[src/idhsl_pkg.sv]
// Shared types, constants and lookup functions for the id-hashed HSL color generator.
package idhsl_pkg;

  // Multiplicative hash constant and the full-scale value of the 24-bit hash fraction.
  localparam logic [31:0] HASH_MUL  = 32'd2654435761;
  localparam logic [23:0] FRAC_MAX  = 24'hFFFFFF;
  localparam logic [22:0] FRAC_HALF = 23'h7FFFFF;

  // One in Q16.
  localparam logic [16:0] Q_ONE = 17'd65536;

  // floor(v / 6) == (v * DIV6_MUL) >> 21 for every v below 2^19.
  localparam logic [18:0] DIV6_MUL = 19'd349526;

  // Saturations and lightness band limits in Q16.
  localparam logic [15:0] SAT_055 = 16'd36045;
  localparam logic [15:0] SAT_060 = 16'd39322;
  localparam logic [15:0] SAT_065 = 16'd42598;
  localparam logic [15:0] LQ_030  = 16'd19661;
  localparam logic [15:0] LQ_035  = 16'd22938;
  localparam logic [15:0] LQ_040  = 16'd26214;
  localparam logic [14:0] SPAN_035 = 15'd22938;
  localparam logic [14:0] SPAN_040 = 15'd26214;
  localparam logic [14:0] SPAN_045 = 15'd29491;

  // Object kinds.
  localparam logic [2:0] KIND_COMPONENT    = 3'd0;
  localparam logic [2:0] KIND_CONSTRUCTION = 3'd1;
  localparam logic [2:0] KIND_SUBSURFACE   = 3'd2;
  localparam logic [2:0] KIND_WINDOW       = 3'd3;
  localparam logic [2:0] KIND_GLAZING      = 3'd4;

  // Hue sectors of 60 degrees each.
  localparam logic [2:0] SEC_RED_YEL = 3'd0;
  localparam logic [2:0] SEC_YEL_GRN = 3'd1;
  localparam logic [2:0] SEC_GRN_CYN = 3'd2;
  localparam logic [2:0] SEC_CYN_BLU = 3'd3;
  localparam logic [2:0] SEC_BLU_MAG = 3'd4;
  localparam logic [2:0] SEC_MAG_RED = 3'd5;

  // A hue as its sector and the height of the secondary-channel triangle in tens of degrees
  // (60 - |hue mod 120 - 60|) / 10, which is 0..6.
  typedef struct packed {
    logic [2:0] sector;
    logic [2:0] tri_k;
  } hue_t;

  typedef struct packed {
    logic        black;
    hue_t        hue;
    logic [15:0] sat;
    logic [15:0] base;
    logic [14:0] span;
  } attr_t;

  typedef struct packed {
    logic        black;
    hue_t        hue;
    logic [15:0] sat;
    logic [15:0] lq;
  } light_t;

  typedef struct packed {
    logic        black;
    logic [2:0]  sector;
    logic [15:0] lq;
    logic [15:0] cq;
    logic [15:0] xq;
  } chroma_t;

  function automatic hue_t mk_hue(input logic [2:0] sector, input logic [2:0] tri_k);
    hue_t h;
    h.sector = sector;
    h.tri_k  = tri_k;
    return h;
  endfunction

  // Component and construction types: 0,20,210,40,60,30,260,120,140,180,100,300,320 degrees.
  function automatic hue_t comp_hue(input logic [3:0] code);
    hue_t h;
    unique case (code)
      4'd0:    h = mk_hue(SEC_RED_YEL, 3'd0);
      4'd1:    h = mk_hue(SEC_RED_YEL, 3'd2);
      4'd2:    h = mk_hue(SEC_CYN_BLU, 3'd3);
      4'd3:    h = mk_hue(SEC_RED_YEL, 3'd4);
      4'd4:    h = mk_hue(SEC_YEL_GRN, 3'd6);
      4'd5:    h = mk_hue(SEC_RED_YEL, 3'd3);
      4'd6:    h = mk_hue(SEC_BLU_MAG, 3'd2);
      4'd7:    h = mk_hue(SEC_GRN_CYN, 3'd0);
      4'd8:    h = mk_hue(SEC_GRN_CYN, 3'd2);
      4'd9:    h = mk_hue(SEC_CYN_BLU, 3'd6);
      4'd10:   h = mk_hue(SEC_YEL_GRN, 3'd2);
      4'd11:   h = mk_hue(SEC_MAG_RED, 3'd6);
      default: h = mk_hue(SEC_MAG_RED, 3'd4);
    endcase
    return h;
  endfunction

  // Subsurface types: 220,330,280 degrees, everything else 290.
  function automatic hue_t sub_hue(input logic [3:0] code);
    hue_t h;
    unique case (code)
      4'd0:    h = mk_hue(SEC_CYN_BLU, 3'd2);
      4'd1:    h = mk_hue(SEC_MAG_RED, 3'd3);
      4'd2:    h = mk_hue(SEC_BLU_MAG, 3'd4);
      default: h = mk_hue(SEC_BLU_MAG, 3'd5);
    endcase
    return h;
  endfunction

  function automatic attr_t attr_of(input logic [2:0] kind, input logic [3:0] code);
    attr_t a;
    a = '0;
    unique case (kind)
      KIND_COMPONENT: begin
        a.hue = comp_hue(code);
        a.sat = SAT_065; a.base = LQ_030; a.span = SPAN_045;
      end
      KIND_CONSTRUCTION: begin
        a.hue = comp_hue(code);
        a.sat = SAT_055; a.base = LQ_035; a.span = SPAN_040;
      end
      KIND_SUBSURFACE: begin
        a.hue = sub_hue(code);
        a.sat = SAT_060; a.base = LQ_035; a.span = SPAN_040;
      end
      KIND_WINDOW: begin
        a.hue = mk_hue(SEC_CYN_BLU, 3'd2);
        a.sat = SAT_060; a.base = LQ_035; a.span = SPAN_040;
      end
      KIND_GLAZING: begin
        a.hue = mk_hue(SEC_CYN_BLU, 3'd2);
        a.sat = SAT_055; a.base = LQ_040; a.span = SPAN_035;
      end
      default: begin
        a.black = 1'b1;
      end
    endcase
    return a;
  endfunction

endpackage

[src/idhsl_if.sv]
// Valid/ready channel interfaces for the object input and the color output.
interface idhsl_in_if;
  logic               valid;
  logic               ready;
  logic [2:0]         kind;
  logic [3:0]         type_code;
  logic signed [31:0] object_id;

  modport source (output valid, output kind, output type_code, output object_id, input ready);
  modport sink   (input valid, input kind, input type_code, input object_id, output ready);
endinterface

interface idhsl_out_if;
  logic       valid;
  logic       ready;
  logic [7:0] red;
  logic [7:0] green;
  logic [7:0] blue;

  modport source (output valid, output red, output green, output blue, input ready);
  modport sink   (input valid, input red, input green, input blue, output ready);
endinterface

[src/idhsl_light.sv]
// Stages 1 to 3: attribute lookup, id hash, and lightness placed inside the kind's band.
module idhsl_light (
  input  logic                clk,
  input  logic                rst_n,
  idhsl_in_if.sink            in_ch,
  output logic                lt_valid,
  input  logic                lt_ready,
  output idhsl_pkg::light_t   lt_data
);

  logic                v1_r, v2_r, v3_r;
  logic                en1, en2, en3;
  idhsl_pkg::attr_t    attr1_r, attr2_r;
  idhsl_pkg::attr_t    attr1_nxt;
  logic [31:0]         hash1_r, hash1_nxt;
  logic [38:0]         prod2_r, prod2_nxt;
  idhsl_pkg::light_t   lt3_r, lt3_nxt;
  logic [39:0]         y;
  logic [15:0]         q0;
  logic [24:0]         rem;
  logic [15:0]         q;

  assign en3 = !v3_r || lt_ready;
  assign en2 = !v2_r || en3;
  assign en1 = !v1_r || en2;
  assign in_ch.ready = en1;

  assign attr1_nxt = idhsl_pkg::attr_of(in_ch.kind, in_ch.type_code);
  assign hash1_nxt = 32'($unsigned(in_ch.object_id) * idhsl_pkg::HASH_MUL);
  assign prod2_nxt = 39'(hash1_r[31:8]) * 39'(attr1_r.span);

  // Rounded division by 2^24-1: split at bit 24, fold the quotient back into the
  // remainder, and correct once.
  always_comb begin
    y   = {1'b0, prod2_r} + 40'(idhsl_pkg::FRAC_HALF);
    q0  = y[39:24];
    rem = {1'b0, y[23:0]} + 25'(q0);
    q   = (rem >= 25'(idhsl_pkg::FRAC_MAX)) ? q0 + 16'd1 : q0;
    lt3_nxt.black = attr2_r.black;
    lt3_nxt.hue   = attr2_r.hue;
    lt3_nxt.sat   = attr2_r.sat;
    lt3_nxt.lq    = attr2_r.base + q;
  end

  always_ff @(posedge clk) begin
    if (!rst_n) begin
      v1_r <= 1'b0;
      v2_r <= 1'b0;
      v3_r <= 1'b0;
    end else begin
      if (en1) v1_r <= in_ch.valid;
      if (en2) v2_r <= v1_r;
      if (en3) v3_r <= v2_r;
    end
  end

  always_ff @(posedge clk) begin
    if (en1) begin
      attr1_r <= attr1_nxt;
      hash1_r <= hash1_nxt;
    end
    if (en2) begin
      attr2_r <= attr1_r;
      prod2_r <= prod2_nxt;
    end
    if (en3) begin
      lt3_r <= lt3_nxt;
    end
  end

  assign lt_valid = v3_r;
  assign lt_data  = lt3_r;

endmodule

[src/idhsl_chroma.sv]
// Stages 4 to 6: chroma from lightness and saturation, then the secondary channel.
module idhsl_chroma (
  input  logic                clk,
  input  logic                rst_n,
  input  logic                lt_valid,
  output logic                lt_ready,
  input  idhsl_pkg::light_t   lt_data,
  output logic                ch_valid,
  input  logic                ch_ready,
  output idhsl_pkg::chroma_t  ch_data
);

  logic                v4_r, v5_r, v6_r;
  logic                en4, en5, en6;
  logic [16:0]         l2;
  logic [16:0]         l2_dev;
  logic [16:0]         tq;
  logic [32:0]         cprod;
  logic                black4_r, black5_r;
  idhsl_pkg::hue_t     hue4_r;
  logic [2:0]          sector5_r;
  logic [15:0]         lq4_r, lq5_r;
  logic [15:0]         cq4_r, cq5_r;
  logic [15:0]         cq4_nxt;
  logic [17:0]         vx5_r, vx5_nxt;
  logic [36:0]         xprod;
  idhsl_pkg::chroma_t  ch6_r, ch6_nxt;

  assign en6 = !v6_r || ch_ready;
  assign en5 = !v5_r || en6;
  assign en4 = !v4_r || en5;
  assign lt_ready = en4;

  // Chroma: (1 - |2L - 1|) * S, rounded.
  always_comb begin
    l2      = {lt_data.lq, 1'b0};
    l2_dev  = (l2 >= idhsl_pkg::Q_ONE) ? l2 - idhsl_pkg::Q_ONE : idhsl_pkg::Q_ONE - l2;
    tq      = idhsl_pkg::Q_ONE - l2_dev;
    cprod   = 33'(tq) * 33'(lt_data.sat) + 33'd32768;
    cq4_nxt = cprod[31:16];
  end

  // Secondary channel: round(C * k / 6) = floor((C * k + 3) / 6).
  assign vx5_nxt = 18'(19'(cq4_r) * 19'(hue4_r.tri_k)) + 18'd3;
  assign xprod   = 37'(vx5_r) * 37'(idhsl_pkg::DIV6_MUL);

  always_comb begin
    ch6_nxt.black  = black5_r;
    ch6_nxt.sector = sector5_r;
    ch6_nxt.lq     = lq5_r;
    ch6_nxt.cq     = cq5_r;
    ch6_nxt.xq     = xprod[36:21];
  end

  always_ff @(posedge clk) begin
    if (!rst_n) begin
      v4_r <= 1'b0;
      v5_r <= 1'b0;
      v6_r <= 1'b0;
    end else begin
      if (en4) v4_r <= lt_valid;
      if (en5) v5_r <= v4_r;
      if (en6) v6_r <= v5_r;
    end
  end

  always_ff @(posedge clk) begin
    if (en4) begin
      black4_r <= lt_data.black;
      hue4_r   <= lt_data.hue;
      lq4_r    <= lt_data.lq;
      cq4_r    <= cq4_nxt;
    end
    if (en5) begin
      black5_r  <= black4_r;
      sector5_r <= hue4_r.sector;
      lq5_r     <= lq4_r;
      cq5_r     <= cq4_r;
      vx5_r     <= vx5_nxt;
    end
    if (en6) begin
      ch6_r <= ch6_nxt;
    end
  end

  assign ch_valid = v6_r;
  assign ch_data  = ch6_r;

endmodule

[src/idhsl_rgb.sv]
// Stage 7: sector mapping, lightness offset and rounding of each channel to a byte.
module idhsl_rgb (
  input  logic                clk,
  input  logic                rst_n,
  input  logic                ch_valid,
  output logic                ch_ready,
  input  idhsl_pkg::chroma_t  ch_data,
  idhsl_out_if.source         out_ch
);

  logic               en7;
  logic               v7_r;
  logic [7:0]         red_r, green_r, blue_r;
  logic [7:0]         red_nxt, green_nxt, blue_nxt;
  logic [15:0]        rc, gc, bc;
  logic signed [19:0] m2;

  // Takes a doubled channel value, clamps it to 0..1 and scales it to 0..255 half up.
  function automatic logic [7:0] to_byte(input logic signed [19:0] c2);
    logic [17:0] v;
    logic [26:0] sc;
    logic [9:0]  b;
    if (c2 < 20'sd0) begin
      v = '0;
    end else if (c2 > 20'sd131072) begin
      v = 18'd131072;
    end else begin
      v = c2[17:0];
    end
    sc = {1'b0, v, 8'd0} - 27'(v) + 27'd65536;
    b  = sc[26:17];
    return (b > 10'd255) ? 8'd255 : b[7:0];
  endfunction

  always_comb begin
    unique case (ch_data.sector)
      idhsl_pkg::SEC_RED_YEL: begin rc = ch_data.cq; gc = ch_data.xq; bc = '0; end
      idhsl_pkg::SEC_YEL_GRN: begin rc = ch_data.xq; gc = ch_data.cq; bc = '0; end
      idhsl_pkg::SEC_GRN_CYN: begin rc = '0; gc = ch_data.cq; bc = ch_data.xq; end
      idhsl_pkg::SEC_CYN_BLU: begin rc = '0; gc = ch_data.xq; bc = ch_data.cq; end
      idhsl_pkg::SEC_BLU_MAG: begin rc = ch_data.xq; gc = '0; bc = ch_data.cq; end
      idhsl_pkg::SEC_MAG_RED: begin rc = ch_data.cq; gc = '0; bc = ch_data.xq; end
      default:                begin rc = '0; gc = '0; bc = '0; end
    endcase
    m2 = $signed({3'b000, ch_data.lq, 1'b0}) - $signed({4'b0000, ch_data.cq});
    if (ch_data.black) begin
      red_nxt   = '0;
      green_nxt = '0;
      blue_nxt  = '0;
    end else begin
      red_nxt   = to_byte($signed({3'b000, rc, 1'b0}) + m2);
      green_nxt = to_byte($signed({3'b000, gc, 1'b0}) + m2);
      blue_nxt  = to_byte($signed({3'b000, bc, 1'b0}) + m2);
    end
  end

  assign en7 = !v7_r || out_ch.ready;
  assign ch_ready = en7;

  always_ff @(posedge clk) begin
    if (!rst_n) begin
      v7_r <= 1'b0;
    end else if (en7) begin
      v7_r <= ch_valid;
    end
  end

  always_ff @(posedge clk) begin
    if (en7) begin
      red_r   <= red_nxt;
      green_r <= green_nxt;
      blue_r  <= blue_nxt;
    end
  end

  assign out_ch.valid = v7_r;
  assign out_ch.red   = red_r;
  assign out_ch.green = green_r;
  assign out_ch.blue  = blue_r;

endmodule

[src/id_hashed_hsl_color_generator.sv]
// Top level of the id-hashed HSL color generator: one RGB color per object.
//
// The input channel in_ch carries an object kind, a type code and a 32-bit object id;
// the output channel out_ch carries the red, green and blue bytes of its color. Both
// are valid/ready channels, and a transaction completes on a clock edge where valid
// and ready are both high. Every input transaction produces exactly one output
// transaction, in order. Kinds above the glazing system give black.
//
// The block is a seven-stage pipeline: hash multiply, band multiply, band division,
// chroma multiply, triangle product, divide by six, and the output register. A color
// is offered on out_ch once its object has passed through every stage.
// While out_ch.ready stays high, one object can be taken on every cycle, so the
// sustained rate is one color per cycle.
//
// Each stage holds a valid bit and loads whenever it is empty or the stage after it
// moves. When the receiver holds out_ch.ready low, the pipeline keeps filling its empty
// stages and then drops in_ch.ready; nothing is lost or repeated. Synchronous reset on
// rst_n empties all stages; there is no other state.
module id_hashed_hsl_color_generator (
  input  logic         clk,
  input  logic         rst_n,
  idhsl_in_if.sink     in_ch,
  idhsl_out_if.source  out_ch
);

  logic                lt_valid, lt_ready;
  idhsl_pkg::light_t   lt_data;
  logic                ch_valid, ch_ready;
  idhsl_pkg::chroma_t  ch_data;

  idhsl_light u_light (
    .clk      (clk),
    .rst_n    (rst_n),
    .in_ch    (in_ch),
    .lt_valid (lt_valid),
    .lt_ready (lt_ready),
    .lt_data  (lt_data)
  );

  idhsl_chroma u_chroma (
    .clk      (clk),
    .rst_n    (rst_n),
    .lt_valid (lt_valid),
    .lt_ready (lt_ready),
    .lt_data  (lt_data),
    .ch_valid (ch_valid),
    .ch_ready (ch_ready),
    .ch_data  (ch_data)
  );

  idhsl_rgb u_rgb (
    .clk      (clk),
    .rst_n    (rst_n),
    .ch_valid (ch_valid),
    .ch_ready (ch_ready),
    .ch_data  (ch_data),
    .out_ch   (out_ch)
  );

endmodule

[src/flat_wrapper.sv]
// flat-port wrapper written by rule: the top's interface ports become plain ports
module id_hashed_hsl_color_generator_flat 
  (clk, rst_n, in_ch_valid, in_ch_kind, in_ch_type_code, in_ch_object_id, in_ch_ready, out_ch_valid, out_ch_red, out_ch_green, out_ch_blue, out_ch_ready);
  idhsl_in_if in_ch_i ();
  idhsl_out_if out_ch_i ();
  input  logic clk;
  input  logic rst_n;
  input wire logic [$bits(in_ch_i.valid)-1:0] in_ch_valid;
  input wire logic [$bits(in_ch_i.kind)-1:0] in_ch_kind;
  input wire logic [$bits(in_ch_i.type_code)-1:0] in_ch_type_code;
  input wire logic [$bits(in_ch_i.object_id)-1:0] in_ch_object_id;
  output wire logic [$bits(in_ch_i.ready)-1:0] in_ch_ready;
  output wire logic [$bits(out_ch_i.valid)-1:0] out_ch_valid;
  output wire logic [$bits(out_ch_i.red)-1:0] out_ch_red;
  output wire logic [$bits(out_ch_i.green)-1:0] out_ch_green;
  output wire logic [$bits(out_ch_i.blue)-1:0] out_ch_blue;
  input wire logic [$bits(out_ch_i.ready)-1:0] out_ch_ready;
  assign in_ch_i.valid = in_ch_valid;
  assign in_ch_i.kind = in_ch_kind;
  assign in_ch_i.type_code = in_ch_type_code;
  assign in_ch_i.object_id = in_ch_object_id;
  assign in_ch_ready = in_ch_i.ready;
  assign out_ch_valid = out_ch_i.valid;
  assign out_ch_red = out_ch_i.red;
  assign out_ch_green = out_ch_i.green;
  assign out_ch_blue = out_ch_i.blue;
  assign out_ch_i.ready = out_ch_ready;
  id_hashed_hsl_color_generator u_core (.clk(clk), .rst_n(rst_n), .in_ch(in_ch_i), .out_ch(out_ch_i));
endmodule
[config.mk]
export PLATFORM = sky130hd
export DESIGN_NAME = id_hashed_hsl_color_generator_flat
export DESIGN_NICKNAME = d
export VERILOG_FILES = /design/src/idhsl_pkg.sv /design/src/idhsl_if.sv /design/src/idhsl_light.sv /design/src/idhsl_chroma.sv /design/src/idhsl_rgb.sv /design/src/id_hashed_hsl_color_generator.sv /design/src/flat_wrapper.sv
export SDC_FILE = /design/constraint.sdc
export NUM_CORES = 2
export LEC_CHECK = 0
export BUFFER_PORTS_ARGS = -buffer_cell sky130_fd_sc_hd__buf_2
export CORE_MARGIN = 2
export CORE_UTILIZATION = 25
export DETAILED_ROUTE_END_ITERATION = 10
export GPL_TIMING_DRIVEN = 0
export SYNTH_ARGS = -nofsm -noshare
export SYNTH_HDL_FRONTEND = slang
export SYNTH_HIERARCHICAL = 1
export SYNTH_SLANG_ARGS = --single-unit
export TNS_END_PERCENT = 50
[constraint.sdc]
create_clock -name clk -period 11.3 [get_ports clk]
set_clock_uncertainty 0.1 [all_clocks]
set_input_delay 3.39 -clock clk [delete_from_list [all_inputs] [get_ports clk]]
set_output_delay 3.39 -clock clk [all_outputs]
set_load 0.005 [all_outputs]
==> results.md <==
* Critical path arrival at 10.71 ns
* Hold Path Stages at 0
* Clock H-tree levels at 2
* Starting Density at 0.252
* CTS clk-pin slew, worst paths at 0.07 ns
* Hold path startpoint: u_core/u_chroma/cq5_r[0]
* Placeable Area at 212,000 µm²
* Gpl congestion at 0.907
* CTS tree: yes
* HPWL Detailed at 113,000 µm
* Metal-1 WL at 57,000 µm
* Asr flop ratio synth at 0
* Reg-to-Reg End: u_core/u_chroma/cq4_r[15]
* Number of remaining DRC errors at 0
* Worst-Margin Slew at 1.20 ns
* Initial antenna violation count at 7
* Sinks on Clock Net at 305
* Total grt overflow at 0
* Clk_lat worst skew at 0.56 ns
* DP Cell Count at 8,245
* Avg Cell Area, Syn at 9.97 µm²
* DR top layer: met5
* Seq/Total Area, Yosys at 0.170
* Status: finished clean
* Post-DR vias/cell at 4.48
* CP most frequent cell: fa_1
* Post-Place Setup Slack at 0.717 ns
* Root Driver: clkbuf_16
* Slew margin rel. at 0.195
* DR WL/cell at 15.9 µm
* Share of layout cells above drive strength 1 at 0.0412
* Reg-to-reg startpoint: u_core/u_light/lt_data[0]
* Clk buf depth at 3
* RSZ-0062 raised after global routing: no
* CTS Hold Buffers Added at 0
* WP data required at 11.48 ns
* DR iter-0 viols at 1,952
* Mapped cell area at 53,400 µm²
* Hold WC Path Type: flop to flop
* Minimum setup slack among reg-to-reg paths at 0.76 ns
* CP Launch Type: flop
* Mapped Cells at 5,353
* Total GRT Usage at 0.121
* Largest net degree at the start of global routing at 43
* Buffers on Ports at 66
* Worst Setup SP: u_core/u_light/lt_data[0]
* First-pass GRT wire length at 212,000 µm
* Max_cap viols at 0
* Final min period at 10.54 ns
* Worst path slowest cell: xnor2_1
* TritonCTS buffer count at 35
* Syn nets at 6,973
* Tcrit/Tclk final at 0.932
* DRT Pass-1 Iters at 8
* Final max-slew violation count at 0
* Routed wl met3 at 5500 µm
* Area after DPL at 57,400 µm²
* Vias in the first global route at 40,100
* Post-CTS Resized at 0
* Synth Register Bits at 305
* Die Ht at 466 µm
* Area Overhead vs Synth at 9.42%
* Nets at 7,081
* Vias at 37,200
* Critical path class: flop to flop
* Distinct cells, synth at 105
* Final setup viols at 0
* Post-route ant nets at 0
* Die width at 466 µm
* FP Rows at 169
* Setup TNS at 0 ns
* R2r worst-path depth at 30
* Final instance area at 58,400 µm²
* CP peak stage delay at 0.92 ns
* Wire length on met2 at 65,900 µm
* Final WL at 132,000 µm
* Max Freq at 0.0949 GHz
* CP max FO at 10
* Top_reg_cell synth: edfxtp_1
* Post-CTS setup buffer count at 0
* Hold Fails Final Rpt at 0
* Number of synthesized flops with an enable pin at 298
* Die area at 217,000 µm²
* Synth warnings at 6
* Fin cells at 8,309
* Hold Path End: u_core/u_chroma/ch_data[16]
* Critical Path End Type: flop
* PnR worst setup slack at 0.765 ns
* I/O Pins at 69
==> sequential cells by signal (all words and copies together) (netlist names), 3 cells and up <==
| register | cells |
|---|---|
| u_core/u_chroma/ch_data | 52 |
| u_core/u_chroma/cq4_r | 16 |
| u_core/u_chroma/cq5_r | 16 |
| u_core/u_chroma/hue4_r | 6 |
| u_core/u_chroma/lq4_r | 16 |
| u_core/u_chroma/lq5_r | 16 |
| u_core/u_chroma/sector5_r | 3 |
| u_core/u_chroma/vx5_r | 18 |
| u_core/u_light/attr1_r | 18 |
| u_core/u_light/attr2_r | 18 |
| u_core/u_light/hash1_r | 24 |
| u_core/u_light/lt_data | 30 |
| u_core/u_light/prod2_r | 39 |
| u_core/u_rgb/out_ch.blue | 8 |
| u_core/u_rgb/out_ch.green | 8 |
| u_core/u_rgb/out_ch.red | 8 |
==> worst max path at each step <==
stage,end,slack [ns],cells after the start
finish,u_core/u_chroma/cq4_r[15],0.76,30
global route,u_core/u_chroma/cq4_r[15],0.31,30
CTS,u_core/u_chroma/cq4_r[15],0.77,30
detailed placement,u_core/u_light/hash1_r[28],0.72,22
global placement,in_ch_ready,-1.88,7
floorplan,in_ch_ready,0.80,5
==> metal layers <==
metal,up-vias,track usage
li1,17700,-
met5,-,0
met2,805,0.218
met3,204,0.0147
met1,18500,0.152
met4,2,0.0325
==> final cells by class <==
type	instances	area, µm²
antenna	3	7.51
buffer	105	480
clock buffer	38	887
clock inverter	23	155
fill	22200	154000
inverter	1063	3990
multi-input combinational	3880	39800
sequential	305	9090
tap	2821	3530
timing repair buffer	71	430
==> per-stage QoR <==
| step | hold WS, ns | util |
|---|---|---|
| 2_1_floorplan | 0.300 | - |
| 4_1_cts | 0.318 | 0.275 |
| 6_report | 0.315 | 0.275 |
| 3_3_place_gp | 0.301 | 0.270 |
| 3_5_place_dp | 0.305 | 0.270 |
| 5_1_grt | 0.321 | 0.275 |
==> worst max-delay path: cells and delay by family, from the launching register on <==
kind | cells | cell delay, ns
buffers and inverters | 7 | 1.48
flip-flops | 1 | 0.49
XOR/XNOR | 2 | 1.08
adder cells (fa/ha/maj) | 8 | 3.67
AND/OR/NAND/NOR | 6 | 0.97
AO/OA/AOI/OAI | 7 | 2.45
==> synthesized netlist by cell type (9+ instances only) <==
library cell	n	share of area
ha_1	765	0.18
nor3b_1	9	0.0013
o21ai_1	19	0.0018
nand2_1	405	0.028
inv_1	1056	0.074
fa_1	812	0.30
buf_2	12	0.0011
and2_1	281	0.033
clkbuf_1	77	0.0054
buf_4	13	0.0018
nand2b_1	37	0.0043
a21oi_1	233	0.022
nor2_1	217	0.015
xor2_1	101	0.017
nand3_1	57	0.0053
a31oi_1	29	0.0034
nor3_1	56	0.0053
o21bai_1	24	0.0034
o211ai_1	11	0.0015
o21ai_0	95	0.0089
nor4_1	17	0.0020
a22o_1	15	0.0025
a211o_1	9	0.0015
and3_1	40	0.0047
a211oi_1	28	0.0039
xnor2_1	187	0.031
nor2b_1	63	0.0074
edfxtp_1	298	0.17
o31ai_1	10	0.0014
nand4_1	26	0.0030
or3_1	11	0.0013
a21o_1	74	0.010
o21a_1	38	0.0053
==> kinds of logic after synthesis <==
kind of cell    count (synthesis)  share of synthesized area
compound gates                714                     0.0888
xor+xnor                      292                     0.0485
fa+ha+maj                    1577                      0.484
buf+inv                      1168                     0.0837
flops                         305                      0.170
mux                            12                    0.00234
other cells                     1                  0.0000702
simple gates                 1284                      0.123
==> layout by cell type (no fill, tap or decap), types with 13 or more instances in the layout <==
cell type	count
nand2b_1	36
xnor2_1	187
ha_1	765
nor2_1	217
nand3_1	55
a211oi_1	28
nand4_1	26
o21bai_1	24
and3_1	40
xor2_1	101
o21a_1	38
clkbuf_16	35
edfxtp_1	298
fa_1	812
o21ai_0	95
a21oi_1	233
nor4_1	17
o21ai_1	19
nor3_1	56
buf_4	13
a31oi_1	29
a21o_1	74
nand2_1	403
a22o_1	15
buf_2	78
nor2b_1	63
and2_1	281
inv_1	1055
clkbuf_1	80
Power is not shown: default switching activity piles up to over one toggle a cycle in this logic, so the estimate is an artifact.
